## src/hdl/grouped_sorted_list_engine_defines.svh

```systemverilog
// ----------------------------------------------------------------------------
// Grouped sorted list engine: assertion macros
// Clocked on clk_i, disabled while rst_ni is low.
// ----------------------------------------------------------------------------
`ifndef GROUPED_SORTED_LIST_ENGINE_DEFINES_SVH
`define GROUPED_SORTED_LIST_ENGINE_DEFINES_SVH

`ifndef SYNTHESIS
`define GSLE_ASSERT(label, ante, cons) \
  label: assert property (@(posedge clk_i) disable iff (!rst_ni) (ante) |-> (cons)) \
    else $error("gsle assertion failed");
`define GSLE_ASSERT_NEXT(label, ante, cons) \
  label: assert property (@(posedge clk_i) disable iff (!rst_ni) (ante) |=> (cons)) \
    else $error("gsle assertion failed");
`else
`define GSLE_ASSERT(label, ante, cons)
`define GSLE_ASSERT_NEXT(label, ante, cons)
`endif

`endif

```

## src/hdl/gsle_pkg.sv

```systemverilog
// ----------------------------------------------------------------------------
// gsle_pkg
// Shared constants and types of the grouped sorted list engine.
// ----------------------------------------------------------------------------
`default_nettype none

package gsle_pkg;

  localparam int unsigned NUM_GROUPS_DEF     = 4;
  localparam int unsigned GROUP_CAPACITY_DEF = 8;
  localparam int unsigned CODE_BITS_DEF      = 16;

  localparam int unsigned GROUP_SEL_W = 2;
  localparam int unsigned CODE_VAL_W  = 16;
  localparam int unsigned REMOVED_W   = 3;
  localparam int unsigned FILL_W      = 4;

  typedef enum logic {
    REQ_INSERT = 1'b0,
    REQ_REMOVE = 1'b1
  } req_e;

  typedef enum logic {
    ST_DONE = 1'b0,
    ST_FULL = 1'b1
  } status_e;

  // per-cycle command from a row to its cells
  typedef struct packed {
    logic ins_en;
    logic rem_en;
  } cell_ctl_t;

  // row status back to the top level
  typedef struct packed {
    logic full;
    logic hit;
  } row_stat_t;

endpackage

`default_nettype wire

```

## src/hdl/grouped_sorted_list_engine.sv

```systemverilog
// ----------------------------------------------------------------------------
// grouped_sorted_list_engine
// Fixed set of groups, each an ascending list of codes held in a chain of
// cells. Insert into one group, remove first match from all groups.
//
//   channel  dir  handshake                fields
//   in       in   in_valid_i / in_ready_o  req_type_i group_sel_i code_value_i
//   out      out  out_valid_o / out_ready_i status_o removed_count_o group_fill_o
//
// One item per cycle unless out_ready_i holds a result: every cell compares
// against the code in parallel and shifts by one slot in the same cycle; the
// result is registered, and out_valid_o rises in the cycle after accept.
// Reset clears all counts and occupied flags at once; no clearing pass.
// While a result is held by out_ready_i low, in_ready_o is low.
// ----------------------------------------------------------------------------
`default_nettype none

`include "grouped_sorted_list_engine_defines.svh"

module grouped_sorted_list_engine #(
  parameter int unsigned NUM_GROUPS     = gsle_pkg::NUM_GROUPS_DEF,
  parameter int unsigned GROUP_CAPACITY = gsle_pkg::GROUP_CAPACITY_DEF,
  parameter int unsigned CODE_BITS      = gsle_pkg::CODE_BITS_DEF
) (
  input  wire logic                               clk_i,
  input  wire logic                               rst_ni,
  input  wire logic                               in_valid_i,
  output logic                                    in_ready_o,
  input  wire logic                               req_type_i,
  input  wire logic [gsle_pkg::GROUP_SEL_W-1:0]   group_sel_i,
  input  wire logic [gsle_pkg::CODE_VAL_W-1:0]    code_value_i,
  output logic                                    out_valid_o,
  input  wire logic                               out_ready_i,
  output logic                                    status_o,
  output logic [gsle_pkg::REMOVED_W-1:0]          removed_count_o,
  output logic [gsle_pkg::FILL_W-1:0]             group_fill_o
);

  localparam int unsigned CNT_W = $clog2(GROUP_CAPACITY + 1);

  logic                        accept;
  logic                        is_ins, is_rem, grp_ok;
  logic [31:0]                 code_ext;
  logic [CODE_BITS-1:0]        code;
  logic [NUM_GROUPS-1:0]       ins_sel;
  gsle_pkg::row_stat_t         stat  [NUM_GROUPS];
  logic [CNT_W-1:0]            count [NUM_GROUPS];
  logic [NUM_GROUPS-1:0]       hits;
  logic                        sel_full;
  logic [CNT_W-1:0]            sel_count;

  logic                               out_valid_q, out_valid_d;
  logic                               status_q, status_d;
  logic [gsle_pkg::REMOVED_W-1:0]     removed_q, removed_d;
  logic [gsle_pkg::FILL_W-1:0]        fill_q, fill_d;

  assign in_ready_o = !out_valid_q || out_ready_i;
  assign accept     = in_valid_i && in_ready_o;
  assign is_ins     = accept && (req_type_i == gsle_pkg::REQ_INSERT);
  assign is_rem     = accept && (req_type_i == gsle_pkg::REQ_REMOVE);
  assign grp_ok     = (32'(group_sel_i) < NUM_GROUPS);
  assign code_ext   = 32'(code_value_i);
  assign code       = code_ext[CODE_BITS-1:0];

  for (genvar g = 0; g < NUM_GROUPS; g++) begin : g_row
    assign ins_sel[g] = is_ins && (32'(group_sel_i) == g);
    assign hits[g]    = stat[g].hit;
    gsle_row #(
      .GROUP_CAPACITY(GROUP_CAPACITY),
      .CODE_BITS     (CODE_BITS)
    ) u_row (
      .clk_i   (clk_i),
      .rst_ni  (rst_ni),
      .ins_i   (ins_sel[g]),
      .rem_i   (is_rem),
      .code_i  (code),
      .stat_o  (stat[g]),
      .count_o (count[g])
    );
  end

  always_comb begin
    sel_full  = 1'b0;
    sel_count = '0;
    for (int g = 0; g < NUM_GROUPS; g++) begin
      if (32'(group_sel_i) == g) begin
        sel_full  = stat[g].full;
        sel_count = count[g];
      end
    end
  end

  always_comb begin
    out_valid_d = out_valid_q;
    status_d    = status_q;
    removed_d   = removed_q;
    fill_d      = fill_q;
    if (out_valid_q && out_ready_i) begin
      out_valid_d = 1'b0;
    end
    if (accept) begin
      out_valid_d = 1'b1;
      status_d    = gsle_pkg::ST_DONE;
      removed_d   = '0;
      fill_d      = '0;
      if (req_type_i == gsle_pkg::REQ_REMOVE) begin
        removed_d = gsle_pkg::REMOVED_W'($countones(hits));
      end else if (grp_ok) begin
        if (sel_full) begin
          status_d = gsle_pkg::ST_FULL;
          fill_d   = gsle_pkg::FILL_W'(sel_count);
        end else begin
          fill_d   = gsle_pkg::FILL_W'(sel_count + CNT_W'(1));
        end
      end
    end
  end

  always_ff @(posedge clk_i or negedge rst_ni) begin
    if (!rst_ni) begin
      out_valid_q <= 1'b0;
    end else begin
      out_valid_q <= out_valid_d;
    end
  end

  always_ff @(posedge clk_i) begin
    status_q  <= status_d;
    removed_q <= removed_d;
    fill_q    <= fill_d;
  end

  assign out_valid_o     = out_valid_q;
  assign status_o        = status_q;
  assign removed_count_o = removed_q;
  assign group_fill_o    = fill_q;

  `GSLE_ASSERT_NEXT(a_rem_result, is_rem, (status_o == gsle_pkg::ST_DONE) && (group_fill_o == '0))
  `GSLE_ASSERT_NEXT(a_ins_no_removed, is_ins, removed_count_o == '0)
  `GSLE_ASSERT(a_full_fill, out_valid_o && (status_o == gsle_pkg::ST_FULL), group_fill_o == gsle_pkg::FILL_W'(GROUP_CAPACITY))

endmodule

`default_nettype wire

```

## src/hdl/gsle_cell.sv

```systemverilog
// ----------------------------------------------------------------------------
// gsle_cell
// One slot of a sorted group: holds a code and an occupied flag, shifts
// right on insert and left on remove.
// ----------------------------------------------------------------------------
`default_nettype none

module gsle_cell #(
  parameter int unsigned CODE_BITS = gsle_pkg::CODE_BITS_DEF
) (
  input  wire logic                  clk_i,
  input  wire logic                  rst_ni,
  input  wire gsle_pkg::cell_ctl_t   ctl_i,
  input  wire logic [CODE_BITS-1:0]  code_i,
  input  wire logic [CODE_BITS-1:0]  left_val_i,
  input  wire logic                  left_occ_i,
  input  wire logic                  left_le_i,
  input  wire logic [CODE_BITS-1:0]  right_val_i,
  input  wire logic                  right_occ_i,
  output logic [CODE_BITS-1:0]       val_o,
  output logic                       occ_o,
  output logic                       le_o,
  output logic                       match_o
);

  logic [CODE_BITS-1:0] val_q, val_d;
  logic                 occ_q, occ_d;
  logic                 le;

  // le is monotone along a sorted row: false on the prefix below code
  assign le      = !occ_q || (code_i <= val_q);
  assign match_o = occ_q && (val_q == code_i);
  assign le_o    = le;
  assign val_o   = val_q;
  assign occ_o   = occ_q;

  always_comb begin
    val_d = val_q;
    occ_d = occ_q;
    if (ctl_i.ins_en) begin
      if (left_le_i) begin
        val_d = left_val_i;
        occ_d = left_occ_i;
      end else if (le) begin
        val_d = code_i;
        occ_d = 1'b1;
      end
    end else if (ctl_i.rem_en && le) begin
      val_d = right_val_i;
      occ_d = right_occ_i;
    end
  end

  always_ff @(posedge clk_i or negedge rst_ni) begin
    if (!rst_ni) begin
      occ_q <= 1'b0;
    end else begin
      occ_q <= occ_d;
    end
  end

  always_ff @(posedge clk_i) begin
    val_q <= val_d;
  end

endmodule

`default_nettype wire

```

## src/hdl/gsle_row.sv

```systemverilog
// ----------------------------------------------------------------------------
// gsle_row
// One group: a chain of cells kept in ascending order, plus its fill count.
// ----------------------------------------------------------------------------
`default_nettype none

module gsle_row #(
  parameter int unsigned GROUP_CAPACITY = gsle_pkg::GROUP_CAPACITY_DEF,
  parameter int unsigned CODE_BITS      = gsle_pkg::CODE_BITS_DEF,
  localparam int unsigned CNT_W         = $clog2(GROUP_CAPACITY + 1)
) (
  input  wire logic                 clk_i,
  input  wire logic                 rst_ni,
  input  wire logic                 ins_i,
  input  wire logic                 rem_i,
  input  wire logic [CODE_BITS-1:0] code_i,
  output gsle_pkg::row_stat_t       stat_o,
  output logic [CNT_W-1:0]          count_o
);

  logic [CNT_W-1:0]     count_q, count_d;
  gsle_pkg::cell_ctl_t  ctl;
  logic [CODE_BITS-1:0] val   [GROUP_CAPACITY];
  logic                 occ   [GROUP_CAPACITY];
  logic                 le    [GROUP_CAPACITY];
  logic [GROUP_CAPACITY-1:0] match;
  logic                 full;
  logic                 hit;

  assign full       = (count_q >= CNT_W'(GROUP_CAPACITY));
  assign hit        = |match;
  assign ctl.ins_en = ins_i && !full;
  assign ctl.rem_en = rem_i && hit;
  assign stat_o.full = full;
  assign stat_o.hit  = hit;
  assign count_o     = count_q;

  for (genvar i = 0; i < GROUP_CAPACITY; i++) begin : g_cell
    logic [CODE_BITS-1:0] lv, rv;
    logic                 lo, ll, ro;
    if (i == 0) begin : g_first
      assign lv = '0;
      assign lo = 1'b0;
      assign ll = 1'b0;
    end else begin : g_mid_l
      assign lv = val[i-1];
      assign lo = occ[i-1];
      assign ll = le[i-1];
    end
    if (i == GROUP_CAPACITY - 1) begin : g_last
      assign rv = '0;
      assign ro = 1'b0;
    end else begin : g_mid_r
      assign rv = val[i+1];
      assign ro = occ[i+1];
    end
    gsle_cell #(
      .CODE_BITS(CODE_BITS)
    ) u_cell (
      .clk_i       (clk_i),
      .rst_ni      (rst_ni),
      .ctl_i       (ctl),
      .code_i      (code_i),
      .left_val_i  (lv),
      .left_occ_i  (lo),
      .left_le_i   (ll),
      .right_val_i (rv),
      .right_occ_i (ro),
      .val_o       (val[i]),
      .occ_o       (occ[i]),
      .le_o        (le[i]),
      .match_o     (match[i])
    );
  end

  always_comb begin
    count_d = count_q;
    if (ctl.ins_en) begin
      count_d = count_q + CNT_W'(1);
    end else if (ctl.rem_en) begin
      count_d = count_q - CNT_W'(1);
    end
  end

  always_ff @(posedge clk_i or negedge rst_ni) begin
    if (!rst_ni) begin
      count_q <= '0;
    end else begin
      count_q <= count_d;
    end
  end

endmodule

`default_nettype wire
```

## config.mk

```make
export PLATFORM = sky130hd
export DESIGN_NAME = grouped_sorted_list_engine
export DESIGN_NICKNAME = d
export VERILOG_FILES = /design/src/hdl/gsle_pkg.sv /design/src/hdl/grouped_sorted_list_engine.sv /design/src/hdl/gsle_cell.sv /design/src/hdl/gsle_row.sv
export VERILOG_INCLUDE_DIRS = /design/src /design/src/hdl
export SDC_FILE = /design/constraint.sdc
export NUM_CORES = 2
export LEC_CHECK = 0
export BUFFER_PORTS_ARGS = -buffer_cell sky130_fd_sc_hd__buf_2
export CAP_MARGIN = 30
export CORE_ASPECT_RATIO = 0.5
export CORE_UTILIZATION = 59
export DETAILED_ROUTE_END_ITERATION = 6
export PLACE_DENSITY = 0.75
export SYNTH_ARGS = -nofsm -noshare
export SYNTH_HDL_FRONTEND = slang
export SYNTH_HIERARCHICAL = 1
export SYNTH_SLANG_ARGS = --single-unit
export TNS_END_PERCENT = 5
```

## constraint.sdc

```tcl
create_clock -name clk_i -period 11.1 [get_ports clk_i]
set_clock_uncertainty 0.2 [all_clocks]
set_input_delay 3.33 -clock clk_i [delete_from_list [all_inputs] [get_ports clk_i]]
set_output_delay 3.33 -clock clk_i [all_outputs]
set_load 0.01 [all_outputs]
```

==> flow_metrics.env <==
export IMPL_portBuffers=32
export IMPL_die_y_um=198
export IMPL_post_cts_buffers=0
export IMPL_grt_pass1_vias=33700
export IMPL_final_util_pct=64.3
export IMPL_status="finished clean"
export IMPL_area_delta_synth_final_pct=7.22
export IMPL_p_leak_nw=22.2
export IMPL_die_w_um=394
export IMPL_routed_via_density=5.93
export IMPL_drt_iter0_drc=2959
export IMPL_tightest_slew_ns=1.23
export IMPL_critical_path_arrival_ns=7.49
export IMPL_crit_type="input pin to flop"
export IMPL_overflow=0
export IMPL_syn_area_um2=45400
export IMPL_whs_ns=0.345
export IMPL_setup_tns_ns=0
export IMPL_num_vias=34800
export IMPL_routed_wl_um=111000
export IMPL_fmax_mhz=134
export IMPL_initial_core_util_pct=60.0
export IMPL_clock_latency_ns=0.64
export IMPL_clk_pin_slew_ns=0.07
export IMPL_cap_violations=0
export IMPL_cp_data_required_time_ns=11.15
export IMPL_dp_cells=5754
export IMPL_fin_ws_ns=3.66
export IMPL_start_kind="input pin"
export IMPL_fin_crit_ns=7.44
export IMPL_hold_violations=0
export IMPL_path_max_fanout=26
export IMPL_grt_util_all_layers_pct=27.9
export IMPL_ys_warn_count=6
export IMPL_final_max_slew_viol_count=0
export IMPL_slew_headroom_pct=17.8
export IMPL_synth_area_per_cell_um2=9.62
export IMPL_min_period_over_period_pct=67.0
export IMPL_grt_pass1_wl_um=177000
export IMPL_fin_nets=5353
export IMPL_grt_max_degree=292
export IMPL_io_pins=33
export IMPL_route_detailed_drc=0
export IMPL_antenna_found_initial=0
export IMPL_setup_viol=0
export IMPL_vdd_ir_drop_max_uv=109
export IMPL_dp_slack_ns=2.81
export IMPL_design_core_area_um2=75600
export IMPL_h_tree_depth=2
export IMPL_power_density_nw_per_um2=107
export IMPL_rows=71
export IMPL_cts_max_path_buffers=3
export IMPL_final_cell_mix="771 x a21oi_1, 612 x nor2_1, 562 x inv_1"
export IMPL_hold_class="flop to flop"
export IMPL_cts_tree="yes"
export IMPL_post_cts_resized=0
export IMPL_drive_gt1_share_pct=9.25
export IMPL_insertedDiodeCount=0
export IMPL_syn_inst=4714
export IMPL_antenna_left=0
export IMPL_fin_cells=5867
export IMPL_wire_per_inst_um=19.0
export IMPL_cts_root_buf="clkbuf_16"
export IMPL_endpoint_kind="flop"
export IMPL_final_common_cell="a21oi_1"
export IMPL_dr_pass1_iters=6
export IMPL_gp_congestion=0.886
export IMPL_cts_buffers=56
export IMPL_clock_sinks=569
export IMPL_die_area_um2=78100
export IMPL_hold_buffers=0
export IMPL_rsz0062_at_grt="false"
export IMPL_dp_hpwl_um=80100
state kept, by name, summed over array words and instances (netlist names):
name	flops
removed_count_o	3
g_row.u_row/g_cell.u_cell/val_o	512
g_row.u_row/g_cell.u_cell/occ_o	32
out_valid_o	1
status_o	1
group_fill_o	4
g_row.u_row/count_o	16
area by class of cell:
| cell class | instances | area [um2] |
|---|---|---|
| tap | 1022 | 1280 |
| timing repair buffer | 101 | 955 |
| clock inverter | 29 | 253 |
| fill | 5981 | 27000 |
| multi-input combinational | 3508 | 25700 |
| sequential | 569 | 16800 |
| clock buffer | 72 | 1510 |
| inverter | 566 | 2120 |
power breakdown:
part / switching [mW] / internal (mW)
sequential: 0.0486 / 2.37
combinational: 0.505 / 0.358
clock: 0.858 / 1.07
total: 1.41 / 3.79
through the flow:
step	total power, mW	area, um2
6_report	5.20	48600
5_1_grt	5.40	48600
4_1_cts	5.22	48400
3_5_place_dp	3.30	46700
3_3_place_gp	3.25	46500
2_1_floorplan	3.07	45900
per-layer routing:
metal	global-route usage (%)	up-vias	part of all wire [%]
met5	0	-	0
met4	9.19	0	2.8
met3	3.56	171	6.6
met2	44.6	1104	44
met1	39.3	16500	46
li1	-	17000	-
worst max-delay path: stages:
cell and delay [ns]:
buf_2 0.53, buf_4 0.56, buf_4 0.30, ha_1 0.18, nand4_1 0.15, nor4_2 0.27, and2_2 0.18, nor4_1 0.07
and2_2 0.23, inv_2 0.07, and2_1 0.12, buf_4 0.31, nand2_1 0.07, nand4b_1 0.19, a22oi_2 0.82
worst paths after layout:
check	depth (start not counted)	slack, ns	startpoint	to
max	15	3.66	code_value_i[5]	g_row[2].u_row/g_cell[0].u_cell/val_o[2]
min	1	0.35	g_row[2].u_row/count_o[0]	g_row[2].u_row/count_o[0]
max reg2reg	7	6.92	out_valid_o	g_row[3].u_row/g_cell[6].u_cell/val_o[6]
min reg2reg	1	0.35	g_row[2].u_row/count_o[0]	g_row[2].u_row/count_o[0]
max in group asynchronous	2	7.37	rst_ni	g_row[2].u_row/g_cell[0].u_cell/occ_o
min in group asynchronous	2	2.70	rst_ni	g_row[0].u_row/g_cell[6].u_cell/occ_o
Note: power is estimated with default switching activity, not from simulation.
